===== src/cpc_pkg.sv =====
package cpc_pkg;

  // Operation codes
  localparam logic OP_TO_POLAR = 1'b0;
  localparam logic OP_TO_CART  = 1'b1;

  // Internal datapath widths: coordinates Q16, angles in degrees Q16
  localparam int XW = 36;
  localparam int ZW = 28;
  localparam int GW = 30;
  localparam int TABLE_LEN = 24;

  localparam logic signed [ZW-1:0] DEG90  = ZW'(90 * 65536);
  localparam logic signed [ZW-1:0] DEG180 = ZW'(180 * 65536);
  localparam logic signed [ZW-1:0] DEG360 = ZW'(360 * 65536);

  // Output angle range, degrees with 8 fractional bits
  localparam int ANGLE_LIMIT = 46080;

  // Micro-rotation angles atan(2^-i) in degrees Q16
  localparam logic signed [ZW-1:0] ATAN_DEG [TABLE_LEN] = '{
    ZW'(2949120), ZW'(1740967), ZW'(919879), ZW'(466945),
    ZW'(234379),  ZW'(117304),  ZW'(58666),  ZW'(29335),
    ZW'(14668),   ZW'(7334),    ZW'(3667),   ZW'(1833),
    ZW'(917),     ZW'(458),     ZW'(229),    ZW'(115),
    ZW'(57),      ZW'(29),      ZW'(14),     ZW'(7),
    ZW'(4),       ZW'(2),       ZW'(1),      ZW'(0)
  };

  // Data handed from one stage to the next
  typedef struct packed {
    logic                 op;
    logic                 zero;
    logic                 flip;
    logic signed [XW-1:0] x;
    logic signed [XW-1:0] y;
    logic signed [ZW-1:0] z;
  } cell_t;

  // Limit the step count to the angle table
  function automatic int clamp_steps(input int steps);
    int r;
    r = steps;
    if (r > TABLE_LEN) r = TABLE_LEN;
    if (r < 1) r = 1;
    return r;
  endfunction

  // Gain correction 1/K in Q30 for a given step count
  function automatic logic [GW-1:0] inv_gain(input int steps);
    int sh;
    sh = 2 * clamp_steps(steps);
    return GW'(652032874 + (434688583 >> sh));
  endfunction

endpackage


===== src/cpc_if.sv =====
interface cpc_item_if;
  logic        valid;
  logic        ready;
  logic        op;
  logic [15:0] re_in;
  logic [15:0] im_in;
  logic [15:0] radius_in;
  logic [16:0] angle_in;

  modport source (output valid, op, re_in, im_in, radius_in, angle_in, input ready);
  modport sink   (input valid, op, re_in, im_in, radius_in, angle_in, output ready);
endinterface



===== src/cpc_pre.sv =====
module cpc_pre import cpc_pkg::*; #(
  parameter int STEPS = 16
) (
  input  logic         clk,
  input  logic         rst,
  cpc_item_if.sink     item,
  output logic         dn_valid,
  input  logic         dn_ready,
  output cell_t        dn_data
);

  localparam logic [GW-1:0] GAIN = inv_gain(STEPS);

  logic                 load;
  cell_t                data_next;
  logic signed [XW-1:0] re_x;
  logic signed [XW-1:0] im_x;
  logic signed [ZW-1:0] za;
  logic signed [ZW-1:0] zw;
  logic [GW+16:0]       prod;

  assign item.ready = !dn_valid || dn_ready;
  assign load       = item.valid && item.ready;

  // Prepare the first cell: fold the half-plane or quadrant, scale the radius
  always_comb begin
    re_x = {{(XW-16){item.re_in[15]}}, item.re_in};
    im_x = {{(XW-16){item.im_in[15]}}, item.im_in};
    za   = {{(ZW-25){item.angle_in[16]}}, item.angle_in, 8'b0};
    prod = (GW+17)'(item.radius_in) * (GW+17)'(GAIN) + (GW+17)'(1 << 13);
    zw   = za;
    data_next = '0;
    data_next.op = item.op;
    if (item.op == OP_TO_POLAR) begin
      data_next.zero = (item.re_in == 16'd0) && (item.im_in == 16'd0);
      if (re_x < 0) begin
        data_next.x = -(re_x <<< 16);
        data_next.y = -(im_x <<< 16);
        data_next.z = im_x[XW-1] ? -DEG180 : DEG180;
      end else begin
        data_next.x = re_x <<< 16;
        data_next.y = im_x <<< 16;
        data_next.z = '0;
      end
    end else begin
      data_next.zero = (item.radius_in == 16'd0);
      // wrap once into [-180, 180], then fold into [-90, 90]
      if (za > DEG180) begin
        zw = za - DEG360;
      end else if (za < -DEG180) begin
        zw = za + DEG360;
      end
      if (zw > DEG90) begin
        data_next.z    = zw - DEG180;
        data_next.flip = 1'b1;
      end else if (zw < -DEG90) begin
        data_next.z    = zw + DEG180;
        data_next.flip = 1'b1;
      end else begin
        data_next.z = zw;
      end
      data_next.x = {{(XW-(GW+3)){1'b0}}, prod[GW+16:14]};
      data_next.y = '0;
    end
  end

  always_ff @(posedge clk) begin
    if (rst) begin
      dn_valid <= 1'b0;
    end else if (item.ready) begin
      dn_valid <= item.valid;
    end
  end

  // Hold payload unless a new transaction arrives
  always_ff @(posedge clk) begin
    if (load) begin
      dn_data <= data_next;
    end
  end

endmodule


===== src/flat_wrapper.sv =====
// flat-port wrapper written by rule: the top's interface ports become plain ports
module cpc_pre_flat import cpc_pkg::*;
#(
  parameter int STEPS = 16
)
  (clk, rst, dn_valid, dn_ready, dn_data, item_valid, item_op, item_re_in, item_im_in, item_radius_in, item_angle_in, item_ready);
  cpc_item_if item_i ();
  input  logic clk;
  input  logic rst;
  output logic dn_valid;
  input  logic dn_ready;
  output cell_t dn_data;
  input wire logic [$bits(item_i.valid)-1:0] item_valid;
  input wire logic [$bits(item_i.op)-1:0] item_op;
  input wire logic [$bits(item_i.re_in)-1:0] item_re_in;
  input wire logic [$bits(item_i.im_in)-1:0] item_im_in;
  input wire logic [$bits(item_i.radius_in)-1:0] item_radius_in;
  input wire logic [$bits(item_i.angle_in)-1:0] item_angle_in;
  output wire logic [$bits(item_i.ready)-1:0] item_ready;
  assign item_i.valid = item_valid;
  assign item_i.op = item_op;
  assign item_i.re_in = item_re_in;
  assign item_i.im_in = item_im_in;
  assign item_i.radius_in = item_radius_in;
  assign item_i.angle_in = item_angle_in;
  assign item_ready = item_i.ready;
  cpc_pre #(.STEPS(STEPS)) u_core (.clk(clk), .rst(rst), .item(item_i), .dn_valid(dn_valid), .dn_ready(dn_ready), .dn_data(dn_data));
endmodule

===== config.mk =====
export PLATFORM = sky130hd
export DESIGN_NAME = cpc_pre_flat
export DESIGN_NICKNAME = d
export VERILOG_FILES = /design/src/cpc_pkg.sv /design/src/cpc_if.sv /design/src/cpc_pre.sv /design/src/flat_wrapper.sv
export SDC_FILE = /design/constraint.sdc
export NUM_CORES = 1
export LEC_CHECK = 0
export ABC_CLOCK_PERIOD_IN_PS = 8700
export BUFFER_PORTS_ARGS = -buffer_cell sky130_fd_sc_hd__buf_2
export CAP_MARGIN = 25
export CELL_PAD_IN_SITES_DETAIL_PLACEMENT = 0
export CELL_PAD_IN_SITES_GLOBAL_PLACEMENT = 1
export CORE_ASPECT_RATIO = 0.7
export CORE_MARGIN = 5
export CORE_UTILIZATION = 47
export CTS_CLUSTER_SIZE = 10
export DETAILED_ROUTE_END_ITERATION = 8
export HOLD_SLACK_MARGIN = 0.12
export PLACE_DENSITY = 0.94
export SYNTH_ARGS = -nofsm -noshare
export SYNTH_HDL_FRONTEND = slang
export SYNTH_SLANG_ARGS = --single-unit

===== constraint.sdc =====
create_clock -name clk -period 8.7 [get_ports clk]
set_input_delay 0.87 -clock clk [delete_from_list [all_inputs] [get_ports clk]]
set_output_delay 0.87 -clock clk [all_outputs]
set_load 0.02 [all_outputs]

==> metrics.md <==
| Metric | Value |
|---|---|
| Setup Buffers After CTS | 0 |
| Kind of critical path | in -> reg |
| Vias per cell | around 5.5 |
| Synth Cell Area | 0.0141 sq mm |
| Worst Max-Slew Pin Slew | 0.888 ns |
| Setup WS pre-CTS | 0.241 ns |
| Antenna Cells | 0 |
| CP startpoint kind | primary input |
| Final Hold Fails | 0 |
| Root buf cell | clkbuf_16 |
| Worst-path clk slew | 0.07 ns |
| CP endpoint kind | flip-flop |
| Final Cycle Share | 0.944 |
| Maxcap violations | 0 |
| Ys flop type | edfxtp_1 |
| Mapped Cells | 1,499 |
| Status | finished clean |
| Post-CTS resize count | 0 |
| Area of the core | roughly 0.03 sq mm |
| Layout Nets | between 2,000 and 2,500 |
| Tot GR Track Use | 0.238 |
| Layout cells sized above 1 | 0.132 |
| Slew margin rel. | 0.404 |
| Final number of setup-violating endpoints | 0 |
| HPWL after DPL | 33,800 um |
| First drt pass iteration count | 5 |
| Final Skew | about 0.0055 ns |
| Ys async rst share | 0 |
| Worst endpoint data arrival time | approximately 8.3 ns |
| Placed cell count | 2,016 |
| Initial Util | 0.473 |
| GP Congestion | 1.07 |
| Antenna violations before repair | 1 |
| Num CTS Buffers | 9 |
| Cts hold-fix bufs | 0 |
| Final WS setup | 0.485 ns |
| RSZ-0062 raised after global routing | no |
| Rows | 53 |
| Synthesized flop and latch total | 80 |
| Setup TNS | 0 ns |
| Drt total wl | 39,600 um |
| H-tree Lvls | 3 |
| CTS Buffer Depth | 2 |
| Number of global-route vias before repair | 11,520 |
| Die W | around 220 um |
| Clock latency on the worst-skew pair | 0.35 ns |
| Num Clock Sinks | 80 |
| Largest net degree at the start of global routing | 80 |
| Post-synthesis sequential area ratio | 0.169 |
| Synth warn | 0 |
| CTS tree | done |
| Port Buffers | 150 |
| Top Ports | 175 |
| Max-slew violations | 0 |
| Full die area | between 0.03 and 0.04 sq mm |
| EDFF count, synth | 79 |
| Distinct cell type count after synthesis | 86 |
| Routed Antenna Nets | 0 |
| DR WL/cell | 19.5 um |
| Number of remaining DRC errors | 0 |
| Mean Syn Cell Area | between 9 and 10 sq um |
| Fmax achieved | approximately 0.12 GHz |
| First-pass GRT wire length | 62,900 um |
| Fillers | 2,809 |
| Post-route non-filler standard cell count | 2,034 |
| Grt ovf | 0 |
| Synthesis-to-finish area growth | 9.91% |
| Die Y | 155 um |
| Tmin final | 8.22 ns |
| HP Class | reg -> reg |
| Drt initial violations | 858 |
| Critical path fanouts, max | 8 |
| DR vias | 11,265 |
| Worst path required time | between 8 and 9 ns |
==> path summary, 6_finish.rpt <==
kind,from,end,slack [ns],cells past startpoint
setup / recovery,item_radius_in[11],u_core.dn_data[93],0.48,23
hold / removal,u_core.dn_valid,u_core.dn_valid,0.53,2
setup reg to reg,u_core.dn_valid,u_core.dn_data[91],7.11,3
hold reg to reg,u_core.dn_valid,u_core.dn_valid,0.53,2
==> layout by cell type, fill, tap and decap left out, types with 7 or more instances in the layout <==
cell / instances
nor3_1: 22
nand3_1: 24
a31oi_1: 7
edfxtp_1: 79
inv_1: 279
and2_1: 30
o31ai_1: 11
o21a_1: 7
a211oi_1: 12
nand2_1: 75
mux2i_1: 10
or3_1: 20
conb_1: 27
buf_4: 14
xnor2_1: 45
xor2_1: 43
nand2b_1: 14
and3_1: 12
or4_1: 8
a21o_1: 27
nor4_1: 10
clkbuf_16: 9
nor2b_1: 8
a21oi_1: 75
or2_2: 9
a311oi_1: 9
nor2_1: 87
o21ai_0: 44
fa_1: 173
buf_2: 150
ha_1: 178
nand4_1: 13
==> state kept, by name, summed over array words and instances, names as in the netlist <==
name and flops:
u_core.dn_data 79, u_core.dn_valid 1
==> layer usage <==
metal / vias up / part of all wire / global-route usage
met3: 33 / 0.089 / 0.0696
met4: 2 / 0.013 / 0.0394
li1: 5325 / - / -
met1: 5510 / 0.47 / 0.349
met2: 395 / 0.43 / 0.358
met5: - / 0.00033 / 0
==> metrics by stage <==
stage | hold slack, ns | instance area, sq um | utilization
2_1_floorplan | 0.729 | 14200 | -
3_3_place_gp | 0.492 | 15200 | 0.510
3_5_place_dp | 0.513 | 15200 | 0.510
4_1_cts | 0.523 | 15500 | 0.520
5_1_grt | 0.577 | 15500 | 0.520
6_report | 0.525 | 15500 | 0.520
==> synthesized netlist by cell type, drive strengths merged (4+ instances only) <==
cell type / count / share of area
or2: 9 / 0.0040
xnor2: 45 / 0.028
buf: 34 / 0.018
a211o: 4 / 0.0025
nor4: 13 / 0.0077
o21ai: 48 / 0.018
nand2b: 14 / 0.0062
nor2: 87 / 0.023
a311oi: 9 / 0.0056
mux2: 5 / 0.0040
a21o: 28 / 0.015
o21bai: 6 / 0.0032
and3: 12 / 0.0053
nand2: 75 / 0.020
nor2b: 8 / 0.0035
edfxtp: 79 / 0.17
o311a: 4 / 0.0028
o41ai: 4 / 0.0025
and2: 31 / 0.014
ha: 178 / 0.16
a21oi: 76 / 0.027
o22ai: 5 / 0.0022
nand3: 24 / 0.0085
and4: 6 / 0.0037
mux2i: 10 / 0.0071
nor3: 24 / 0.0092
xor2: 43 / 0.027
or4: 8 / 0.0043
a31oi: 8 / 0.0040
or3: 20 / 0.0089
a211oi: 13 / 0.0073
o31ai: 11 / 0.0058
nand3b: 5 / 0.0027
nand4: 14 / 0.0066
o21a: 7 / 0.0037
inv: 279 / 0.074
clkbuf: 24 / 0.0064
fa: 173 / 0.25
==> final cells by class <==
| type | count | area (sq um) | share of cell area |
|---|---|---|---|
| clock buffer | 11 | 233 | 0.0150 |
| tap | 385 | 482 | 0.0310 |
| sequential | 80 | 2390 | 0.154 |
| timing repair buffer | 166 | 881 | 0.0567 |
| multi-input combinational | 1108 | 10500 | 0.673 |
| inverter | 279 | 1050 | 0.0674 |
| clock inverter | 5 | 42.5 | 0.00274 |
==> cell families (layout without fill, tap and decap cells) <==
family | Yosys count | count (layout) | synth area share
multiplexers | 15 | 15 | 0.0111
flip-flops | 80 | 80 | 0.169
adder cells (fa/ha/maj) | 351 | 351 | 0.403
AND/OR/NAND/NOR | 362 | 362 | 0.135
buffers and inverters | 337 | 461 | 0.0980
XOR/XNOR | 88 | 88 | 0.0546
AO/OA/AOI/OAI | 265 | 265 | 0.129
other | 1 | 27 | 0.000265
==> critical path, stage by stage <==
cell	delay [ns]
buf_2	0.26
inv_1	0.14
ha_1	0.42
ha_1	0.34
inv_1	0.15
fa_1	0.56
inv_1	0.05
fa_1	0.50
fa_1	0.55
inv_1	0.06
fa_1	0.52
inv_1	0.04
ha_1	0.40
a21oi_1	0.29
o21ai_2	0.13
a2111oi_0	0.64
nand3_1	0.44
a21boi_0	0.36
o21bai_1	0.20
nor4_2	0.50
nand4_2	0.30
or4_1	0.46
o221a_2	0.13
Power is not shown: default switching activity piles up to over one toggle a cycle in this logic, so the estimate is an artifact.
