===== config.mk =====
export PLATFORM = sky130hd
export DESIGN_NAME = cpc_post_flat
export DESIGN_NICKNAME = d
export VERILOG_FILES = /design/src/cpc_pkg.sv /design/src/cpc_if.sv /design/src/cpc_post.sv /design/src/flat_wrapper.sv
export SDC_FILE = /design/constraint.sdc
export NUM_CORES = 1
export LEC_CHECK = 0
export BUFFER_PORTS_ARGS = -buffer_cell sky130_fd_sc_hd__clkbuf_2
export CAP_MARGIN = 40
export CORE_AREA = 2 2 281 283
export DETAILED_ROUTE_END_ITERATION = 7
export DIE_AREA = 0 0 283 285
export SYNTH_ARGS = -nofsm -noshare
export SYNTH_HDL_FRONTEND = slang
export SYNTH_SLANG_ARGS = --single-unit
export TNS_END_PERCENT = 100

===== constraint.sdc =====
create_clock -name clk -period 9.9 [get_ports clk]
set_input_delay 0.99 -clock clk [delete_from_list [all_inputs] [get_ports clk]]
set_output_delay 0.99 -clock clk [all_outputs]
set_load 0.01 [all_outputs]

===== src/cpc_pkg.sv =====
package cpc_pkg;

  // Operation codes
  localparam logic OP_TO_POLAR = 1'b0;
  localparam logic OP_TO_CART  = 1'b1;

  // Internal datapath widths: coordinates Q16, angles in degrees Q16
  localparam int XW = 36;
  localparam int ZW = 28;
  localparam int GW = 30;
  localparam int TABLE_LEN = 24;

  localparam logic signed [ZW-1:0] DEG90  = ZW'(90 * 65536);
  localparam logic signed [ZW-1:0] DEG180 = ZW'(180 * 65536);
  localparam logic signed [ZW-1:0] DEG360 = ZW'(360 * 65536);

  // Output angle range, degrees with 8 fractional bits
  localparam int ANGLE_LIMIT = 46080;

  // Micro-rotation angles atan(2^-i) in degrees Q16
  localparam logic signed [ZW-1:0] ATAN_DEG [TABLE_LEN] = '{
    ZW'(2949120), ZW'(1740967), ZW'(919879), ZW'(466945),
    ZW'(234379),  ZW'(117304),  ZW'(58666),  ZW'(29335),
    ZW'(14668),   ZW'(7334),    ZW'(3667),   ZW'(1833),
    ZW'(917),     ZW'(458),     ZW'(229),    ZW'(115),
    ZW'(57),      ZW'(29),      ZW'(14),     ZW'(7),
    ZW'(4),       ZW'(2),       ZW'(1),      ZW'(0)
  };

  // Data handed from one stage to the next
  typedef struct packed {
    logic                 op;
    logic                 zero;
    logic                 flip;
    logic signed [XW-1:0] x;
    logic signed [XW-1:0] y;
    logic signed [ZW-1:0] z;
  } cell_t;

  // Limit the step count to the angle table
  function automatic int clamp_steps(input int steps);
    int r;
    r = steps;
    if (r > TABLE_LEN) r = TABLE_LEN;
    if (r < 1) r = 1;
    return r;
  endfunction

  // Gain correction 1/K in Q30 for a given step count
  function automatic logic [GW-1:0] inv_gain(input int steps);
    int sh;
    sh = 2 * clamp_steps(steps);
    return GW'(652032874 + (434688583 >> sh));
  endfunction

endpackage


===== src/cpc_if.sv =====


interface cpc_result_if;
  logic        valid;
  logic        ready;
  logic [15:0] radius_out;
  logic [16:0] angle_out;
  logic [15:0] re_out;
  logic [15:0] im_out;
  logic        zero_radius;
  logic        saturated;

  modport source (output valid, radius_out, angle_out, re_out, im_out, zero_radius,
                  saturated, input ready);
  modport sink   (input valid, radius_out, angle_out, re_out, im_out, zero_radius,
                  saturated, output ready);
endinterface


===== src/cpc_post.sv =====
module cpc_post import cpc_pkg::*; #(
  parameter int STEPS = 16
) (
  input  logic        clk,
  input  logic        rst,
  input  logic        up_valid,
  output logic        up_ready,
  input  cell_t       up_data,
  cpc_result_if.source result
);

  localparam logic [GW-1:0]     GAIN   = inv_gain(STEPS);
  localparam logic signed [19:0] ANG_HI = 20'(ANGLE_LIMIT);
  localparam logic signed [19:0] ANG_LO = -20'(ANGLE_LIMIT);
  localparam logic signed [19:0] CRT_HI = 20'sd32767;
  localparam logic signed [19:0] CRT_LO = -20'sd32768;

  // first stage registers
  logic                 s1_valid;
  logic                 s1_ready;
  logic                 s1_keep;
  logic [GW+16:0]       p_hi;
  logic [GW+15:0]       p_lo;
  logic [16:0]          s1_angle;
  logic [15:0]          s1_re;
  logic [15:0]          s1_im;
  logic                 s1_zero;
  logic                 s1_sat;

  // output registers
  logic                 out_valid;
  logic                 s2_ready;
  logic [15:0]          radius;
  logic [16:0]          angle;
  logic [15:0]          re;
  logic [15:0]          im;
  logic                 zero;
  logic                 sat;

  logic [32:0]          mag;
  logic signed [ZW-1:0] za;
  logic signed [19:0]   ang_full;
  logic signed [XW-1:0] xr;
  logic signed [XW-1:0] yr;
  logic signed [19:0]   re_full;
  logic signed [19:0]   im_full;
  logic [16:0]          angle_next;
  logic [15:0]          re_next;
  logic [15:0]          im_next;
  logic                 sat_next;
  logic [63:0]          tot;
  logic [16:0]          rad_full;
  logic [15:0]          radius_next;

  assign s2_ready = !out_valid || result.ready;
  assign s1_ready = !s1_valid || s2_ready;
  assign up_ready = s1_ready;

  // Round the angle, round and saturate the point, split the radius product
  always_comb begin
    mag      = up_data.x[XW-1] ? 33'd0 : up_data.x[32:0];
    za       = up_data.z + ZW'(128);
    ang_full = za[ZW-1:8];
    if (ang_full > ANG_HI) begin
      angle_next = ANG_HI[16:0];
    end else if (ang_full < ANG_LO) begin
      angle_next = ANG_LO[16:0];
    end else begin
      angle_next = ang_full[16:0];
    end
    xr = up_data.flip ? -up_data.x : up_data.x;
    yr = up_data.flip ? -up_data.y : up_data.y;
    xr = xr + XW'(32768);
    yr = yr + XW'(32768);
    re_full  = xr[XW-1:16];
    im_full  = yr[XW-1:16];
    sat_next = (re_full > CRT_HI) || (re_full < CRT_LO) ||
               (im_full > CRT_HI) || (im_full < CRT_LO);
    if (re_full > CRT_HI) begin
      re_next = CRT_HI[15:0];
    end else if (re_full < CRT_LO) begin
      re_next = CRT_LO[15:0];
    end else begin
      re_next = re_full[15:0];
    end
    if (im_full > CRT_HI) begin
      im_next = CRT_HI[15:0];
    end else if (im_full < CRT_LO) begin
      im_next = CRT_LO[15:0];
    end else begin
      im_next = im_full[15:0];
    end
    // drop outputs that the operation does not produce
    if (up_data.zero || up_data.op == OP_TO_CART) begin
      angle_next = '0;
    end
    if (up_data.zero || up_data.op == OP_TO_POLAR) begin
      re_next  = '0;
      im_next  = '0;
      sat_next = 1'b0;
    end
  end

  always_ff @(posedge clk) begin
    if (rst) begin
      s1_valid <= 1'b0;
    end else if (s1_ready) begin
      s1_valid <= up_valid;
    end
  end

  always_ff @(posedge clk) begin
    if (up_valid && s1_ready) begin
      p_hi     <= (GW+17)'(mag[32:16]) * (GW+17)'(GAIN);
      p_lo     <= (GW+16)'(mag[15:0]) * (GW+16)'(GAIN);
      s1_keep  <= (up_data.op == OP_TO_POLAR) && !up_data.zero;
      s1_zero  <= up_data.zero;
      s1_angle <= angle_next;
      s1_re    <= re_next;
      s1_im    <= im_next;
      s1_sat   <= sat_next;
    end
  end

  // Sum the partial products, round the radius and saturate it to 16 bits
  always_comb begin
    tot = {1'b0, p_hi, 16'b0} + 64'(p_lo) + (64'd1 << 45);
    rad_full = tot[62:46];
    if (!s1_keep) begin
      radius_next = '0;
    end else if (rad_full[16]) begin
      radius_next = 16'hFFFF;
    end else begin
      radius_next = rad_full[15:0];
    end
  end

  always_ff @(posedge clk) begin
    if (rst) begin
      out_valid <= 1'b0;
    end else if (s2_ready) begin
      out_valid <= s1_valid;
    end
  end

  always_ff @(posedge clk) begin
    if (s1_valid && s2_ready) begin
      radius <= radius_next;
      angle  <= s1_angle;
      re     <= s1_re;
      im     <= s1_im;
      zero   <= s1_zero;
      sat    <= s1_sat;
    end
  end

  assign result.valid       = out_valid;
  assign result.radius_out  = radius;
  assign result.angle_out   = angle;
  assign result.re_out      = re;
  assign result.im_out      = im;
  assign result.zero_radius = zero;
  assign result.saturated   = sat;

endmodule

===== src/flat_wrapper.sv =====
// flat-port wrapper written by rule: the top's interface ports become plain ports
module cpc_post_flat import cpc_pkg::*;
#(
  parameter int STEPS = 16
)
  (clk, rst, up_valid, up_ready, up_data, result_valid, result_radius_out, result_angle_out, result_re_out, result_im_out, result_zero_radius, result_saturated, result_ready);
  cpc_result_if result_i ();
  input  logic clk;
  input  logic rst;
  input  logic up_valid;
  output logic up_ready;
  input  cell_t up_data;
  output wire logic [$bits(result_i.valid)-1:0] result_valid;
  output wire logic [$bits(result_i.radius_out)-1:0] result_radius_out;
  output wire logic [$bits(result_i.angle_out)-1:0] result_angle_out;
  output wire logic [$bits(result_i.re_out)-1:0] result_re_out;
  output wire logic [$bits(result_i.im_out)-1:0] result_im_out;
  output wire logic [$bits(result_i.zero_radius)-1:0] result_zero_radius;
  output wire logic [$bits(result_i.saturated)-1:0] result_saturated;
  input wire logic [$bits(result_i.ready)-1:0] result_ready;
  assign result_valid = result_i.valid;
  assign result_radius_out = result_i.radius_out;
  assign result_angle_out = result_i.angle_out;
  assign result_re_out = result_i.re_out;
  assign result_im_out = result_i.im_out;
  assign result_zero_radius = result_i.zero_radius;
  assign result_saturated = result_i.saturated;
  assign result_i.ready = result_ready;
  cpc_post #(.STEPS(STEPS)) u_core (.clk(clk), .rst(rst), .up_valid(up_valid), .up_ready(up_ready), .up_data(up_data), .result(result_i));
endmodule

==> results of run 1 <==
[worst max path at each step]
stage | startpoint | end | slack (ns) | cells after the start
2_1_floorplan | up_data[99] | u_core.p_hi[43]$_DFFE_PP_ | 1.99 | 26
3_3_place_gp | up_data[99] | u_core.p_hi[32]$_DFFE_PP_ | 1.23 | 23
3_5_place_dp | up_data[99] | u_core.p_hi[32]$_DFFE_PP_ | 1.21 | 22
4_1_cts | up_data[99] | u_core.p_hi[32]$_DFFE_PP_ | 1.72 | 22
5_1_grt | up_data[99] | u_core.p_hi[32]$_DFFE_PP_ | 1.16 | 22
6_report | up_data[99] | u_core.p_hi[32]$_DFFE_PP_ | 1.73 | 22
[metal layers]
layer	vias to the layer above	global-route usage	share of wire
li1	9047	-	-
met1	9063	0.222	0.45
met2	472	0.269	0.47
met3	65	0.0310	0.060
met4	0	0.0455	0.021
met5	-	0	0
[worst max-delay path: stages]
cell	delay, ns
clkbuf_2	0.34
buf_4	0.33
nor2_1	0.52
ha_1	0.44
fa_1	0.66
inv_1	0.09
fa_1	0.56
fa_1	0.45
fa_1	0.55
inv_1	0.06
fa_1	0.48
ha_1	0.40
a21oi_1	0.14
o21ai_0	0.19
a221oi_1	0.56
o21bai_1	0.20
a2111oi_0	0.49
buf_4	0.21
o21bai_1	0.06
a21o_1	0.22
a311oi_1	0.34
xnor2_1	0.10
[sequential cells by signal (all words and copies together), names as in the netlist, 16 cells and up]
| name | count |
|---|---|
| u_core.p_hi | 46 |
| u_core.p_lo | 29 |
| u_core.s1_angle | 17 |
| u_core.s1_re | 16 |
| u_core.result.angle_out | 17 |
| u_core.result.re_out | 16 |
| u_core.result.radius_out | 16 |
| u_core.result.im_out | 16 |
| u_core.s1_im | 16 |
[Yosys cell counts, types with 45 or more instances]
library cell  instances
fa_1                364
xnor2_1              87
a21o_1               46
nor2_1              127
ha_1                372
inv_1               630
xor2_1               66
nand2_1              87
edfxtp_1            194
a21oi_1             116
o21ai_0              75
clkbuf_1             45
[power breakdown]
group          switching, mW  total, mW  internal, mW
Combinational           3.56       6.21          2.64
Sequential            0.0795       1.47          1.39
Clock                  0.353      0.690         0.337
Total                   4.00       8.37          4.37
[cells by family (layout without fill, tap and decap cells)]
logic type	Yosys count	after routing	synth area share
AO/OA/AOI/OAI	397	397	0.0962
buffers and inverters	686	862	0.0968
AND/OR/NAND/NOR	488	488	0.0943
adder cells (fa/ha/maj)	737	737	0.443
multiplexers	6	6	0.00232
flip-flops	196	196	0.218
XOR/XNOR	153	153	0.0497
[area by class of cell]
cell class / count / share of cell area
clock buffers: 20 / 0.0147
multi-input cells: 1781 / 0.622
flip-flops and latches: 196 / 0.197
repair buffers: 199 / 0.0372
clock inverters: 12 / 0.00467
inverters: 631 / 0.0797
well taps: 1050 / 0.0442
[per-stage QoR]
step	std cells	setup slack, ns	util
2_1_floorplan	2663	1.99	-
3_3_place_gp	3854	1.23	0.373
3_5_place_dp	3857	1.21	0.374
4_1_cts	3889	1.72	0.381
5_1_grt	3889	1.16	0.381
6_report	3889	1.73	0.381
==> results_dict.tcl, run 1 <==
set metrics [dict create \
    min_period_over_period 0.825 \
    cts_resized 0 \
    synth_async_sr_flop_share 0 \
    ys.flop_type "edfxtp_1" \
    post_cts_buffers 0 \
    setup_viol 0 \
    cts_root_buffer "clkbuf_16" \
    grt_pass1_wl_mm 104 \
    status "finished, final reports clean" \
    grt_setup_unrepaired "false" \
    cts_tree "built" \
    portBuffers 168 \
    powerDensity_nw_per_um2 281 \
    synth_edf_count 194 \
    dr_total_vias 18600 \
    synth_nets 3506 \
    ys_seq_elements 196 \
    drive_gt1_frac 0.0955 \
    layout.nets 3669 \
    yosysUniqueCellTypes 83 \
    cp.required_ns 10.13 \
    gp_congestion 0.930 \
    r2r_cells 15 \
    finalMaxSlewViolations 0 \
    synth.area.top_cells "fa_1 27%, edfxtp_1 22%, ha_1 17%, inv_1 8.8%, xnor2_1 2.8%" \
    clock_latency_ns 0.48 \
    timing.fmax_ghz 0.122 \
    cts-hold-fix-buffers 0 \
    fin_area_um2 29700 \
    avgSynthCellArea_um2 10.1 \
    r2r-start "u_core.p_hi[4]$_DFFE_PP_" \
    finClkSkew_ns 0.0101 \
    whs_endpoint "u_core.result.im_out[4]$_DFFE_PP_" \
    grt_pass1_vias 19200 \
    ys_warn_count 0 \
    power.leakage_nw 14.7 \
    wl_per_cell_um 16.4 \
    drv_cap 0 \
    ir_drop_mv 0.198 \
    drc 0 \
    htreeDepth 4 \
    ant_nets 0 \
    totalWireLength_mm 63.9 \
    r2r_setup_slack_ns 5.96 \
    finalCriticalPeriod_ns 8.17 \
    netlist.area_leader.share 0.270 \
    tightest_slew_ns 0.800 \
    grt_usage 0.164 \
    avgViaCountPerCell 4.79 \
    register_area_um2 5870 \
    antenna_cells 0 \
    cts_max_path_buffers 2 \
    drtIter0Drc 1073 \
    start_util 0.346 \
    synth_largest_area_cell "fa_1" \
    relSlewSlack 0.467 \
    cp_max_fo 20 \
    r2r-end "u_core.result.radius_out[0]$_SDFFCE_PN0P_" \
    grt_start_max_net_pins 58 \
    antenna_found_initial 0 \
    total_power_mw 8.37 \
    die_h_um 285 \
    cts-buffers-inserted 17 \
    multiInputGateArea_um2 18500 \
    core_um2 78000 \
    cts.sinks 196 \
    holdWs_ns 0.417 \
    final.setup.tns_ns 0 \
    synth_cells 2663 \
    grt-ovfl-total 0 \
    syn_to_final_growth_pct 10.3 \
    clkTransAtPathRegs_ns 0.08 \
    critPathCaptureType "flop" \
    num-fill-cells 7720 \
    hpwl_mm 54.4 \
    final_cell_mix "630 x inv_1, 372 x ha_1, 364 x fa_1, 194 x edfxtp_1, 168 x clkbuf_2" \
    syn_area_um2 27000 \
    cp-start-kind "primary input" \
    holdPathStages 0 \
    rows 103 \
    mostFrequentLayoutCell "inv_1" \
    die_area_um2 80700 \
    ys_seq_area_frac 0.218 \
    hp-start "u_core.s1_im[4]$_SDFFCE_PP0P_" \
    firstDrtPassIters 7 \
    ios 176 \
    die_x_um 283 \
    arrival_ns 8.40 \
    hp-class "reg2reg" \
    crit_type "in2reg" \
    hold_viol 0 \
    dpl_cell_area_um2 29200 \
]
(Power assumes the default switching activity.)
==> inputs of run 2 (changes only) <==
==> constraint.sdc (replaced) <==
create_clock -name clk -period 6.9 [get_ports clk]
set_input_delay 0.69 -clock clk [delete_from_list [all_inputs] [get_ports clk]]
set_output_delay 0.69 -clock clk [all_outputs]
set_load 0.01 [all_outputs]
==> run 2 against run 1 <==
  * Combinational power is 76% higher
  * Utilization rose by 3.7 points
  * Non-clock buffer count up 337
  * Flip-flop and latch count stayed put
  * Sequential power increased by 44%
  * Count of clock-buffer cells in the layout decreased by 3
  * Setup slack lost 1.5 ns
  * Total power rose by 68%
  * Highest routed layer unchanged
==> results_dict.tcl, run 2 (synthesized netlist as in run 1, its figures left out) <==
set metrics [dict create \
    status "finished, final reports clean" \
    power.leakage_nw 16.5 \
    top_register "u_core.p_hi" \
    cp.required_ns 7.11 \
    critPathMaxStageDelay_ns 0.55 \
    drtIter0Drc 1043 \
    cts_root_buffer "clkbuf_16" \
    min_period_over_period 0.971 \
    relSlewSlack 0.439 \
    dr_total_vias 19900 \
    htreeDepth 4 \
    r2r-end "u_core.result.radius_out[8]$_SDFFCE_PN0P_" \
    fin_util 0.419 \
    grt_usage 0.172 \
    layout.nets 4006 \
    critPathCaptureType "flop" \
    firstDrtPassIters 5 \
    ant_nets 0 \
    hpwl_mm 58.2 \
    crit_type "in2reg" \
    cts.sinks 196 \
    powerDensity_nw_per_um2 431 \
    r2r_setup_slack_ns 2.70 \
    power.switching_mw 6.21 \
    crit_top_cell "fa_1" \
    ios 176 \
    critPathTopFamily "adder cells" \
    antenna_cells 0 \
    final.setup.tns_ns 0 \
    drv_cap 0 \
    cp-start-kind "primary input" \
    mostFrequentLayoutCell "inv_1" \
    final_cell_mix "618 x inv_1, 368 x ha_1, 359 x buf_4, 354 x fa_1, 194 x edfxtp_1" \
    r2r_cells 13 \
    num-fill-cells 7590 \
    grt_pass1_wl_mm 110 \
    clkTransAtPathRegs_ns 0.09 \
    hp-class "in2reg" \
    drc 0 \
    holdPathStages 2 \
    swShare 0.441 \
    comb_power_share 0.777 \
    wl_per_cell_um 15.8 \
    tightest_slew_ns 0.842 \
    drive_gt1_frac 0.212 \
    seq_power_share 0.150 \
    core_um2 78000 \
    pwr-share-clk 0.073 \
    syn_to_final_growth_pct 21.1 \
    die_h_um 285 \
    timing.fmax_ghz 0.149 \
    fin_area_um2 32600 \
    finalMaxSlewViolations 0 \
    dpl_cell_area_um2 31700 \
    arrival_ns 6.91 \
    holdWs_ns 0.370 \
    setup_viol 0 \
    place_ws_ns -0.535 \
    grt-ovfl-total 0 \
    grt_setup_unrepaired "true" \
    whs_endpoint "u_core.result.valid$_SDFFE_PP0P_" \
    hold_viol 0 \
    die_area_um2 80700 \
    layout_setup_ws_ns 0.201 \
    totalWireLength_mm 66.9 \
    antenna_found_initial 0 \
    cts_max_path_buffers 2 \
    cts_tree "built" \
    start_util 0.346 \
    top_regs "u_core.p_hi (46), u_core.p_lo (29)" \
    largest_reg_flops 46 \
    p_int_mw 7.85 \
    finClkSkew_ns 0.0345 \
    crit_buf_inv 10 \
    finalCriticalPeriod_ns 6.70 \
    cp_slowest_cell "fa_1" \
    hp-start "rst" \
    ir_drop_mv 0.443 \
    grt_start_max_net_pins 68 \
    clock_latency_ns 0.49 \
    die_x_um 283 \
    cp_max_fo 15 \
    grt_pass1_vias 20600 \
    gp_congestion 0.946 \
    avgViaCountPerCell 4.71 \
    portBuffers 168 \
    rows 103 \
    r2r-start "u_core.p_lo[20]$_DFFE_PP_" \
    cts-hold-fix-buffers 0 \
    cts-buffers-inserted 17 \
]
run 2: per-layer routing:
metal  part of all wire  global-route usage  wire, um  vias to the layer above
met3              0.048              0.0268      3230                       75
met1               0.47               0.238     31200                     9640
met4              0.028              0.0495      1890                        0
met5                  0                   0         0                        -
li1                   -                   -         -                     9747
met2               0.46               0.278     30600                      453
run 2: layout make-up:
type | count | area, um^2 | area share
Timing Repair Buffer | 536 | 3700 | 0.113
Multi-Input combinational cell | 1781 | 18800 | 0.575
Inverter | 631 | 2370 | 0.0726
Clock buffer | 17 | 425 | 0.0130
Tap cell | 1050 | 1310 | 0.0403
Clock inverter | 15 | 190 | 0.00583
Sequential cell | 196 | 5870 | 0.180
run 2: power by group through the flow:
| stage | registers [mW] | logic [mW] | clock network [mW] |
|---|---|---|---|
| floorplan | 2.11 | 6.83 | 0 |
| global placement | 2.14 | 10.7 | 0 |
| detailed placement | 2.14 | 10.8 | 0 |
| CTS | 2.12 | 10.9 | 1.06 |
| global route | 2.14 | 12.5 | 1.11 |
| finish | 2.11 | 10.9 | 1.02 |
run 2: worst max path at each step:
stage                     start                         to  depth (start not counted)
detailed placement  up_data[99]  u_core.p_lo[43]$_DFFE_PP_                         26
finish              up_data[99]  u_core.p_hi[39]$_DFFE_PP_                         29
global placement    up_data[79]  u_core.p_lo[43]$_DFFE_PP_                         28
floorplan           up_data[99]  u_core.p_hi[43]$_DFFE_PP_                         26
CTS                 up_data[79]  u_core.p_lo[43]$_DFFE_PP_                         28
global route        up_data[99]  u_core.p_lo[43]$_DFFE_PP_                         28
run 2: timing repair:
action / CTS / global route
cloned: 0 / 1
gates resized for setup: 2 / 61
setup endpoints to repair: 4 / 20
pin swaps: 0 / 26
buffers inserted: 0 / 5
endpoints found under the hold margin: 0 / 0
run 2: per-stage QoR:
| step | std cells | total power, mW |
|---|---|---|
| floorplan | 2663 | 8.93 |
| global placement | 4186 | 12.8 |
| detailed placement | 4187 | 12.9 |
| CTS | 4219 | 14.0 |
| global route | 4226 | 15.7 |
| finish | 4226 | 14.1 |
